**src/smt_pkg.sv**
```systemverilog
// Shared types and codes for the sorted multiset table.
// Used by the controller, the datapath and the top level; no dependencies.
package smt_pkg;

  localparam logic [1:0] REQ_ADD    = 2'd0;
  localparam logic [1:0] REQ_REMOVE = 2'd1;
  localparam logic [1:0] REQ_READ   = 2'd2;

  localparam logic [1:0] STS_OK        = 2'd0;
  localparam logic [1:0] STS_NOT_FOUND = 2'd1;
  localparam logic [1:0] STS_FULL      = 2'd2;
  localparam logic [1:0] STS_BAD_INDEX = 2'd3;

  typedef struct packed {
    logic [1:0]  req_type;
    logic [15:0] item_id;
    logic [6:0]  amount;
    logic [5:0]  index;
  } in_item_t;

  typedef struct packed {
    logic [1:0]  status;
    logic [6:0]  entry_count;
    logic [6:0]  changed;
    logic [15:0] read_value;
  } out_item_t;

  typedef enum logic [3:0] {
    OP_NONE,
    OP_LOAD,
    OP_SCAN_RD,
    OP_SCAN_CMP,
    OP_SCAN_END,
    OP_UP_RD,
    OP_UP_WR,
    OP_FILL,
    OP_DN_RD,
    OP_DN_WR,
    OP_READ_RD,
    OP_RESULT
  } dp_op_t;

  typedef struct packed {
    logic [1:0] req;
    logic       full;
    logic       amt_zero;
    logic       idx_ok;
    logic       at_end;
    logic       go;
    logic       found;
    logic       up_done;
    logic       fill_done;
    logic       dn_done;
  } dp_stat_t;

endpackage

```
**src/smt_ram.sv**
```systemverilog
// Generic single write port, single read port RAM with registered read data.
// No dependencies.
module smt_ram #(
  parameter int WIDTH = 16,
  parameter int DEPTH = 64
) (
  input  logic                     clk,
  input  logic                     wr_en,
  input  logic [$clog2(DEPTH)-1:0] wr_addr,
  input  logic [WIDTH-1:0]         wr_data,
  input  logic                     rd_en,
  input  logic [$clog2(DEPTH)-1:0] rd_addr,
  output logic [WIDTH-1:0]         rd_data
);

  logic [WIDTH-1:0] mem [DEPTH];

  always_ff @(posedge clk) begin
    if (wr_en) begin
      mem[wr_addr] <= wr_data;
    end
    if (rd_en) begin
      rd_data <= mem[rd_addr];
    end
  end

endmodule

```
**src/smt_dp.sv**
```systemverilog
// Datapath of the sorted multiset table: request, count, pointers, result and table RAM.
// Depends on smt_pkg and smt_ram; driven by smt_ctrl operation codes.
module smt_dp import smt_pkg::*; #(
  parameter int DEPTH   = 64,
  parameter int ID_BITS = 16
) (
  input  logic      clk,
  input  logic      rst_n,
  input  in_item_t  in_data,
  input  dp_op_t    op,
  output dp_stat_t  stat,
  output out_item_t result_r
);

  localparam int ADDR_W = $clog2(DEPTH);
  localparam int CNT_W  = $clog2(DEPTH + 1);
  localparam int SUM_W  = ((CNT_W > 7) ? CNT_W : 7) + 1;
  localparam int IDX_W  = (CNT_W > 6) ? CNT_W : 6;

  logic [1:0]         req_r, req_nxt;
  logic [ID_BITS-1:0] id_r, id_nxt;
  logic [6:0]         amt_r, amt_nxt;
  logic [5:0]         idx_r, idx_nxt;
  logic [CNT_W-1:0]   count_r, count_nxt;
  logic [CNT_W-1:0]   ptr_r, ptr_nxt;
  logic [CNT_W-1:0]   lo_r, lo_nxt;
  logic [CNT_W-1:0]   k_r, k_nxt;
  logic               lo_found_r, lo_found_nxt;
  out_item_t          result_nxt;

  logic [CNT_W-1:0]   amt_c, ptr_m1, up_dst, dn_src, diff_c, k_c, fill_end;
  logic [CNT_W:0]     dn_sum;
  logic               full_c;

  logic               wr_en, rd_en;
  logic [ADDR_W-1:0]  wr_addr, rd_addr;
  logic [ID_BITS-1:0] wr_data, rd_data;

  assign amt_c    = CNT_W'(amt_r);
  assign ptr_m1   = ptr_r - CNT_W'(1);
  assign up_dst   = ptr_m1 + amt_c;
  assign dn_src   = ptr_r + k_r;
  assign diff_c   = ptr_r - lo_r;
  assign fill_end = lo_r + amt_c;
  assign dn_sum   = (CNT_W + 1)'(ptr_r) + (CNT_W + 1)'(k_r);
  assign k_c      = (SUM_W'(amt_r) < SUM_W'(diff_c)) ? amt_c : diff_c;
  assign full_c   = (SUM_W'(count_r) + SUM_W'(amt_r)) > SUM_W'(DEPTH);

  always_comb begin
    stat.req       = req_r;
    stat.full      = full_c;
    stat.amt_zero  = (amt_r == 7'd0);
    stat.idx_ok    = IDX_W'(idx_r) < IDX_W'(count_r);
    stat.at_end    = (ptr_r == count_r);
    stat.go        = (rd_data <= id_r);
    stat.found     = lo_found_r;
    stat.up_done   = (ptr_r == lo_r);
    stat.fill_done = (ptr_r == fill_end);
    stat.dn_done   = (k_r == '0) || (dn_sum >= (CNT_W + 1)'(count_r));
  end

  always_comb begin
    req_nxt      = req_r;
    id_nxt       = id_r;
    amt_nxt      = amt_r;
    idx_nxt      = idx_r;
    count_nxt    = count_r;
    ptr_nxt      = ptr_r;
    lo_nxt       = lo_r;
    k_nxt        = k_r;
    lo_found_nxt = lo_found_r;
    result_nxt   = result_r;
    wr_en        = 1'b0;
    wr_addr      = ptr_r[ADDR_W-1:0];
    wr_data      = id_r;
    rd_en        = 1'b0;
    rd_addr      = ptr_r[ADDR_W-1:0];
    case (op)
      OP_LOAD: begin
        req_nxt      = in_data.req_type;
        id_nxt       = ID_BITS'(in_data.item_id);
        amt_nxt      = in_data.amount;
        idx_nxt      = in_data.index;
        ptr_nxt      = '0;
        lo_found_nxt = 1'b0;
      end
      OP_SCAN_RD: begin
        rd_en = 1'b1;
      end
      OP_SCAN_CMP: begin
        if (rd_data <= id_r) begin
          ptr_nxt = ptr_r + CNT_W'(1);
          if (req_r == REQ_REMOVE && rd_data == id_r && !lo_found_r) begin
            lo_found_nxt = 1'b1;
            lo_nxt       = ptr_r;
          end
        end
      end
      OP_SCAN_END: begin
        if (req_r == REQ_ADD) begin
          lo_nxt  = ptr_r;
          ptr_nxt = count_r;
        end else begin
          k_nxt   = k_c;
          ptr_nxt = lo_r;
        end
      end
      OP_UP_RD: begin
        rd_en   = 1'b1;
        rd_addr = ptr_m1[ADDR_W-1:0];
      end
      OP_UP_WR: begin
        wr_en   = 1'b1;
        wr_addr = up_dst[ADDR_W-1:0];
        wr_data = rd_data;
        ptr_nxt = ptr_m1;
      end
      OP_FILL: begin
        wr_en   = 1'b1;
        ptr_nxt = ptr_r + CNT_W'(1);
      end
      OP_DN_RD: begin
        rd_en   = 1'b1;
        rd_addr = dn_src[ADDR_W-1:0];
      end
      OP_DN_WR: begin
        wr_en   = 1'b1;
        wr_data = rd_data;
        ptr_nxt = ptr_r + CNT_W'(1);
      end
      OP_READ_RD: begin
        rd_en   = 1'b1;
        rd_addr = ADDR_W'(idx_r);
      end
      OP_RESULT: begin
        result_nxt.status     = STS_OK;
        result_nxt.changed    = 7'd0;
        result_nxt.read_value = 16'd0;
        case (req_r)
          REQ_ADD: begin
            if (full_c) begin
              result_nxt.status = STS_FULL;
            end else begin
              count_nxt          = count_r + amt_c;
              result_nxt.changed = amt_r;
            end
          end
          REQ_REMOVE: begin
            if (!lo_found_r) begin
              result_nxt.status = STS_NOT_FOUND;
            end else begin
              count_nxt          = count_r - k_r;
              result_nxt.changed = 7'(k_r);
            end
          end
          REQ_READ: begin
            if (IDX_W'(idx_r) < IDX_W'(count_r)) begin
              result_nxt.read_value = 16'(rd_data);
            end else begin
              result_nxt.status = STS_BAD_INDEX;
            end
          end
          default: begin
          end
        endcase
        result_nxt.entry_count = 7'(count_nxt);
      end
      default: begin
      end
    endcase
  end

  always_ff @(posedge clk) begin
    if (!rst_n) begin
      count_r <= '0;
    end else begin
      count_r <= count_nxt;
    end
  end

  always_ff @(posedge clk) begin
    req_r      <= req_nxt;
    id_r       <= id_nxt;
    amt_r      <= amt_nxt;
    idx_r      <= idx_nxt;
    ptr_r      <= ptr_nxt;
    lo_r       <= lo_nxt;
    k_r        <= k_nxt;
    lo_found_r <= lo_found_nxt;
    result_r   <= result_nxt;
  end

  smt_ram #(
    .WIDTH (ID_BITS),
    .DEPTH (DEPTH)
  ) u_ram (
    .clk     (clk),
    .wr_en   (wr_en),
    .wr_addr (wr_addr),
    .wr_data (wr_data),
    .rd_en   (rd_en),
    .rd_addr (rd_addr),
    .rd_data (rd_data)
  );

  a_count_bound: assert property (@(posedge clk) disable iff (!rst_n)
    count_r <= CNT_W'(DEPTH))
    else $error("held count above capacity");

endmodule

```
**src/smt_ctrl.sv**
```systemverilog
// Controller state machine of the sorted multiset table.
// Depends on smt_pkg; issues operation codes to smt_dp and owns the handshakes.
module smt_ctrl import smt_pkg::*; (
  input  logic     clk,
  input  logic     rst_n,
  input  logic     in_valid,
  output logic     in_ready,
  output logic     out_valid,
  input  logic     out_ready,
  input  dp_stat_t stat,
  output dp_op_t   op
);

  typedef enum logic [11:0] {
    ST_IDLE     = 12'b0000_0000_0001,
    ST_DECODE   = 12'b0000_0000_0010,
    ST_SCAN_RD  = 12'b0000_0000_0100,
    ST_SCAN_CMP = 12'b0000_0000_1000,
    ST_SCAN_END = 12'b0000_0001_0000,
    ST_UP_RD    = 12'b0000_0010_0000,
    ST_UP_WR    = 12'b0000_0100_0000,
    ST_FILL     = 12'b0000_1000_0000,
    ST_DN_RD    = 12'b0001_0000_0000,
    ST_DN_WR    = 12'b0010_0000_0000,
    ST_READ_RD  = 12'b0100_0000_0000,
    ST_FIN      = 12'b1000_0000_0000
  } state_t;

  state_t state_r, state_nxt;
  logic   out_valid_r, out_valid_nxt;

  assign in_ready  = (state_r == ST_IDLE);
  assign out_valid = out_valid_r;

  always_comb begin
    state_nxt     = state_r;
    out_valid_nxt = out_valid_r && !out_ready;
    op            = OP_NONE;
    case (state_r)
      ST_IDLE: begin
        if (in_valid) begin
          op        = OP_LOAD;
          state_nxt = ST_DECODE;
        end
      end
      ST_DECODE: begin
        case (stat.req)
          REQ_ADD:    state_nxt = (stat.full || stat.amt_zero) ? ST_FIN : ST_SCAN_RD;
          REQ_REMOVE: state_nxt = ST_SCAN_RD;
          REQ_READ:   state_nxt = stat.idx_ok ? ST_READ_RD : ST_FIN;
          default:    state_nxt = ST_FIN;
        endcase
      end
      ST_SCAN_RD: begin
        if (stat.at_end) begin
          state_nxt = ST_SCAN_END;
        end else begin
          op        = OP_SCAN_RD;
          state_nxt = ST_SCAN_CMP;
        end
      end
      ST_SCAN_CMP: begin
        op        = OP_SCAN_CMP;
        state_nxt = stat.go ? ST_SCAN_RD : ST_SCAN_END;
      end
      ST_SCAN_END: begin
        op = OP_SCAN_END;
        if (stat.req == REQ_ADD) begin
          state_nxt = ST_UP_RD;
        end else begin
          state_nxt = stat.found ? ST_DN_RD : ST_FIN;
        end
      end
      ST_UP_RD: begin
        if (stat.up_done) begin
          state_nxt = ST_FILL;
        end else begin
          op        = OP_UP_RD;
          state_nxt = ST_UP_WR;
        end
      end
      ST_UP_WR: begin
        op        = OP_UP_WR;
        state_nxt = ST_UP_RD;
      end
      ST_FILL: begin
        if (stat.fill_done) begin
          state_nxt = ST_FIN;
        end else begin
          op = OP_FILL;
        end
      end
      ST_DN_RD: begin
        if (stat.dn_done) begin
          state_nxt = ST_FIN;
        end else begin
          op        = OP_DN_RD;
          state_nxt = ST_DN_WR;
        end
      end
      ST_DN_WR: begin
        op        = OP_DN_WR;
        state_nxt = ST_DN_RD;
      end
      ST_READ_RD: begin
        op        = OP_READ_RD;
        state_nxt = ST_FIN;
      end
      ST_FIN: begin
        if (!out_valid_r || out_ready) begin
          op            = OP_RESULT;
          out_valid_nxt = 1'b1;
          state_nxt     = ST_IDLE;
        end
      end
      default: begin
        state_nxt = ST_IDLE;
      end
    endcase
  end

  always_ff @(posedge clk) begin
    if (!rst_n) begin
      state_r     <= ST_IDLE;
      out_valid_r <= 1'b0;
    end else begin
      state_r     <= state_nxt;
      out_valid_r <= out_valid_nxt;
    end
  end

  a_accept_busy: assert property (@(posedge clk) disable iff (!rst_n)
    in_valid && in_ready |=> !in_ready)
    else $error("new transaction taken while busy");

  a_result_shown: assert property (@(posedge clk) disable iff (!rst_n)
    state_r == ST_FIN && (!out_valid_r || out_ready) |=> out_valid_r && in_ready)
    else $error("finished transaction not presented");

  a_fin_hold: assert property (@(posedge clk) disable iff (!rst_n)
    state_r == ST_FIN && out_valid_r && !out_ready |=> state_r == ST_FIN)
    else $error("result overwritten while stalled");

endmodule

```
**src/sorted_multiset_table_core.sv**
```systemverilog
// Sorted multiset table: up to DEPTH identifiers held in ascending order in one RAM.
// Adds and removes scan from the start with a read/compare loop; an add then shifts larger
// entries up and fills the gap, a remove moves later entries down over the removed copies.
// A read of a valid index is a single RAM read; a rejected add or read goes to the result.
// One transaction in flight; the next is accepted the cycle after the result is registered.
// Reset (synchronous, rst_n low) clears the count and handshakes; table RAM is not cleared.
module sorted_multiset_table_core import smt_pkg::*; #(
  parameter int DEPTH   = 64,
  parameter int ID_BITS = 16
) (
  input  logic      clk,
  input  logic      rst_n,
  input  logic      in_valid,
  output logic      in_ready,
  input  in_item_t  in_data,
  output logic      out_valid,
  input  logic      out_ready,
  output out_item_t out_data
);

  dp_op_t   op;
  dp_stat_t stat;

  smt_ctrl u_ctrl (
    .clk       (clk),
    .rst_n     (rst_n),
    .in_valid  (in_valid),
    .in_ready  (in_ready),
    .out_valid (out_valid),
    .out_ready (out_ready),
    .stat      (stat),
    .op        (op)
  );

  smt_dp #(
    .DEPTH   (DEPTH),
    .ID_BITS (ID_BITS)
  ) u_dp (
    .clk      (clk),
    .rst_n    (rst_n),
    .in_data  (in_data),
    .op       (op),
    .stat     (stat),
    .result_r (out_data)
  );

endmodule
```
**config.mk**
```make
export PLATFORM = sky130hd
export DESIGN_NAME = sorted_multiset_table_core
export DESIGN_NICKNAME = d
export VERILOG_FILES = /design/src/smt_pkg.sv /design/src/smt_ram.sv /design/src/smt_dp.sv /design/src/smt_ctrl.sv /design/src/sorted_multiset_table_core.sv
export SDC_FILE = /design/constraint.sdc
export NUM_CORES = 2
export LEC_CHECK = 0
export ABC_AREA = 1
export BUFFER_PORTS_ARGS = -buffer_cell sky130_fd_sc_hd__buf_2
export CAP_MARGIN = 40
export CORE_MARGIN = 2
export CORE_UTILIZATION = 40
export DETAILED_ROUTE_END_ITERATION = 8
export MAX_ROUTING_LAYER = met4
export PLACE_DENSITY_LB_ADDON = 0.25
export SYNTH_ARGS = -nofsm -noshare
export SYNTH_HDL_FRONTEND = slang
export SYNTH_SLANG_ARGS = --single-unit
```
**constraint.sdc**
```tcl
create_clock -name clk -period 4.7 [get_ports clk]
set_input_delay 0.94 -clock clk [delete_from_list [all_inputs] [get_ports clk]]
set_output_delay 0.94 -clock clk [all_outputs]
set_load 0.01 [all_outputs]
```
==> metrics.md <==
| Metric | Value |
|---|---|
| Status | `complete, no violations` |
| Synth Area per Inst | `~10 um2` |
| Die height | `~370 um` |
| Crit path required time | `approximately 5.3 ns` |
| Power density normalized to cell area | `between 400 and 500 mW/mm2` |
| Crit start category | `flop` |
| Detail Route Antenna Nets | `0` |
| Width of the die | `367 um` |
| Mapped cell area | `~0.053 mm2` |
| R2r setup slk | `0.15 ns` |
| Max-capacitance violation count | `0` |
| Period utilisation layout | `0.968` |
| Synth async-reset ratio | `0` |
| Post-synth top area share | `0.640` |
| Register bit total from synthesis | `between 1000 and 1500` |
| IR Drop Worst-Case VDD | `slightly below 400 uV` |
| Via Count | `roughly 38000` |
| Cell count after synthesis | `between 5000 and 6000` |
| Critical path's top delay family | `simple AND/OR/NAND/NOR gates` |
| Length of routed met2 wiring | `just under 70000 um` |
| H-tree levels | `3` |
| Master of the slowest instance on the critical path | `sky130_fd_sc_hd__edfxtp_1` |
| Part of the Yosys area used for sequential elements | `0.647` |
| Area Growth Syn to Fin | `18.2%` |
| CP dominant cell by count | `sky130_fd_sc_hd__nand3_1` |
| GR Overflow Total | `0` |
| Avg WL per Cell | `~21 um` |
| Area enclosed by the die boundary | `0.135 mm2` |
| Clk_lat worst skew | `approximately 0.73 ns` |
| Effective utilization at floorplan | `0.402` |
| Number of sinks handled by clock tree synthesis | `1145` |
| DRT Pass-1 Iters | `6` |
| TritonCTS clock tree | `yes` |
| Fin util | `0.476` |
| Actual transition at the worst max-transition pin | `0.955 ns` |
| Crit path buf inv count | `7` |
| WS Path Type | `flop to flop` |
| Layout filler cell count | `approximately 12000` |
| Number of cells traversed by the worst register-to-register path | `29` |
| Final setup slack of the worst path | `about 0.15 ns` |
| Top layer in use | `met4` |
| Number of buffers on the longest clock path | `3` |
| I/O Buffers | `between 60 and 70` |
| Reg-to-reg critical path endpoint | `u_dp.u_ram.rd_data[10]$_DFFE_PP_` |
| Fraction of layout cells with a size suffix above 1 | `0.125` |
| Hold path startpoint | `in_data[22]` |
| CP Capture Type | `flop` |
| Min Tclk post-route | `4.55 ns` |
| Via density per instance | `about 5.1` |
| Metal-1 WL | `69800 um` |
| Hold Violations, Final | `0` |
| Synth top area cells | `sky130_fd_sc_hd__edfxtp_1, sky130_fd_sc_hd__nand3_1, sky130_fd_sc_hd__nand2_1` |
| Most frequent cell after synthesis | `sky130_fd_sc_hd__nand2_1` |
| Hold Path Depth | `1` |
| Count of different cell masters after synthesis | `between 40 and 50` |
| Pleak | `between 20 and 30 nW` |
| Final estimated routing congestion in global placement | `0.914` |
| Global router's overall resource usage | `0.232` |
| Antenna violations before repair | `2` |
| Number of buffers inserted during clock tree synthesis | `approximately 120` |
| Final routed wirelength across all metal layers | `between 150000 and 200000 um` |
| Max incr delay on CP | `around 0.40 ns` |
| Iteration-0 DRC count of the detailed router | `around 4200` |
| Pre-CTS WS | `-0.223 ns` |
| # nets final | `roughly 5700` |
| Synth Warn # | `0` |
| Maximum fanout along the worst path | `18` |
| Final Setup Violations | `0` |
| Core region area | `about 0.13 mm2` |
| Hold WC Path Type | `input port to flop` |
| EDFF count, synth | `roughly 1100` |
| Fin Clk Skew | `~0.043 ns` |
| HPWL reported at the end of detailed placement | `around 97000 um` |
| Ys flop type | `sky130_fd_sc_hd__edfxtp_1` |
| Max Freq | `about 220 MHz` |
| Leading post-synthesis cells by instance count | `sky130_fd_sc_hd__nand2_1, sky130_fd_sc_hd__edfxtp_1, sky130_fd_sc_hd__inv_1` |
| Pins over their slew limit | `0` |
| Reg-to-Reg Start | `u_dp.k_r[0]$_DFFE_PP_` |
| Pin count of the biggest net entering global routing | `between 60 and 70` |
| DRC errors left | `0` |
| Syn nets | `5383` |
| Arrival @ worst endpoint | `~5.1 ns` |
| Global-route wire length before repair | `229000 um` |
| Destination of the worst hold path | `u_dp.id_r[9]$_DFFE_PP_` |
| Detail Route met3 WL | `~12000 um` |
| Worst rel slew slack | `0.363` |
| # rows | `between 100 and 150` |
| Clock Root Buffer | `sky130_fd_sc_hd__clkbuf_16` |
| Cell taking the most area after synthesis | `sky130_fd_sc_hd__edfxtp_1` |
| Stages on worst setup path | `29` |
| Clock-pin slew reported for the worst setup and hold paths after clock tree synthesis | `0.06 ns` |
| Via count of the first global-routing pass | `between 30000 and 40000` |
| I/O pin total | `roughly 70` |
metrics by stage:
stage               total power, W  area (um2)  hold WS, ns  cells  setup TNS (ns)
CTS                         0.0274       61700        0.340   7386               0
global placement            0.0181       57500        0.496   7146           -2.27
finish                      0.0276       62500        0.391   7412               0
global route                0.0286       62400        0.362   7410          -0.137
detailed placement          0.0181       57600        0.502   7154           -1.21
floorplan                   0.0154       52800        0.482   5269               0
sequential cells by signal, indices dropped and copies added (netlist names):
name                flops
u_ctrl.out_valid        1
u_ctrl.state_r         12
u_dp.amt_c              7
u_dp.count_r            7
u_dp.id_r              16
u_dp.idx_r              6
u_dp.k_r                7
u_dp.lo_found_r         1
u_dp.lo_r               7
u_dp.ptr_r              7
u_dp.req_r              2
u_dp.result_r          32
u_dp.u_ram.mem       1024
u_dp.u_ram.rd_data     16
repair_timing:
item | in CTS | in global routing
pin swaps | 2 | 13
resized for setup | 29 | 76
buffers inserted | 7 | 17
cloned | 4 | 5
endpoints found under the setup margin | 11 | 16
hold buffers | 0 | 0
hold endpoints to repair | 0 | 0
cells by family after synthesis:
logic type | Yosys count | share of synthesized area
simple gates | 2457 | 0.204
compound gates | 162 | 0.0185
flops | 1145 | 0.647
buf+inv | 1383 | 0.103
fa+ha+maj | 79 | 0.0196
xor+xnor | 43 | 0.00713
report_power, final:
group / internal [W] / switching (W)
Combinational: 0.00223 / 0.00446
Clock: 0.00512 / 0.00401
Sequential: 0.0117 / 0.0000734
cells in the final DEF, fill, tap and decap left out, types with 40 or more instances in the layout:
master	n
sky130_fd_sc_hd__a21oi_1	52
sky130_fd_sc_hd__buf_12	68
sky130_fd_sc_hd__buf_2	68
sky130_fd_sc_hd__buf_4	245
sky130_fd_sc_hd__clkbuf_16	125
sky130_fd_sc_hd__edfxtp_1	1125
sky130_fd_sc_hd__ha_1	72
sky130_fd_sc_hd__inv_1	1114
sky130_fd_sc_hd__nand2_1	1140
sky130_fd_sc_hd__nand3_1	1025
sky130_fd_sc_hd__nand3_2	52
sky130_fd_sc_hd__nor2_1	153
sky130_fd_sc_hd__o21ai_0	40
final cells by class:
class / instances / area, um2 / share of cell area
clock buffers: 150 / 3120 / 0.0499
well taps: 1755 / 2200 / 0.0352
clock inverters: 71 / 609 / 0.00976
multi-input cells: 2741 / 13900 / 0.222
diodes: 4 / 10.0 / 0.000160
flip-flops and latches: 1145 / 34200 / 0.547
repair buffers: 409 / 4190 / 0.0671
inverters: 1137 / 4270 / 0.0684
worst reg2reg max path: cells and delay by family, from the launching register on:
family | cells | cell delay [ns]
simple gates | 13 | 1.31
buf+inv | 7 | 1.10
fa+ha+maj | 3 | 0.77
compound gates | 5 | 0.74
flops | 1 | 0.40
xor+xnor | 1 | 0.08
worst max path at each step:
stage | from | endpoint | slack, ns
finish | u_dp.k_r[0]$_DFFE_PP_ | u_dp.u_ram.rd_data[10]$_DFFE_PP_ | 0.15
global route | u_dp.k_r[0]$_DFFE_PP_ | u_dp.u_ram.rd_data[10]$_DFFE_PP_ | -0.04
CTS | u_dp.k_r[0]$_DFFE_PP_ | u_dp.u_ram.rd_data[9]$_DFFE_PP_ | 0.0006
detailed placement | u_dp.k_r[0]$_DFFE_PP_ | u_dp.u_ram.rd_data[9]$_DFFE_PP_ | -0.22
global placement | u_dp.k_r[0]$_DFFE_PP_ | u_dp.u_ram.rd_data[9]$_DFFE_PP_ | -0.30
floorplan | u_ctrl.state_r[0]$_SDFFE_PN1P_ | u_dp.u_ram.mem[0][15]$_DFFE_PP_ | 0.16
layer usage:
| metal | global-route usage | vias to the layer above |
|---|---|---|
| met5 | - | - |
| met4 | 0.0748 | 0 |
| met3 | 0.0336 | 244 |
| met2 | 0.346 | 1466 |
| met1 | 0.327 | 18100 |
| li1 | - | 17800 |
(Power assumes the default switching activity.)
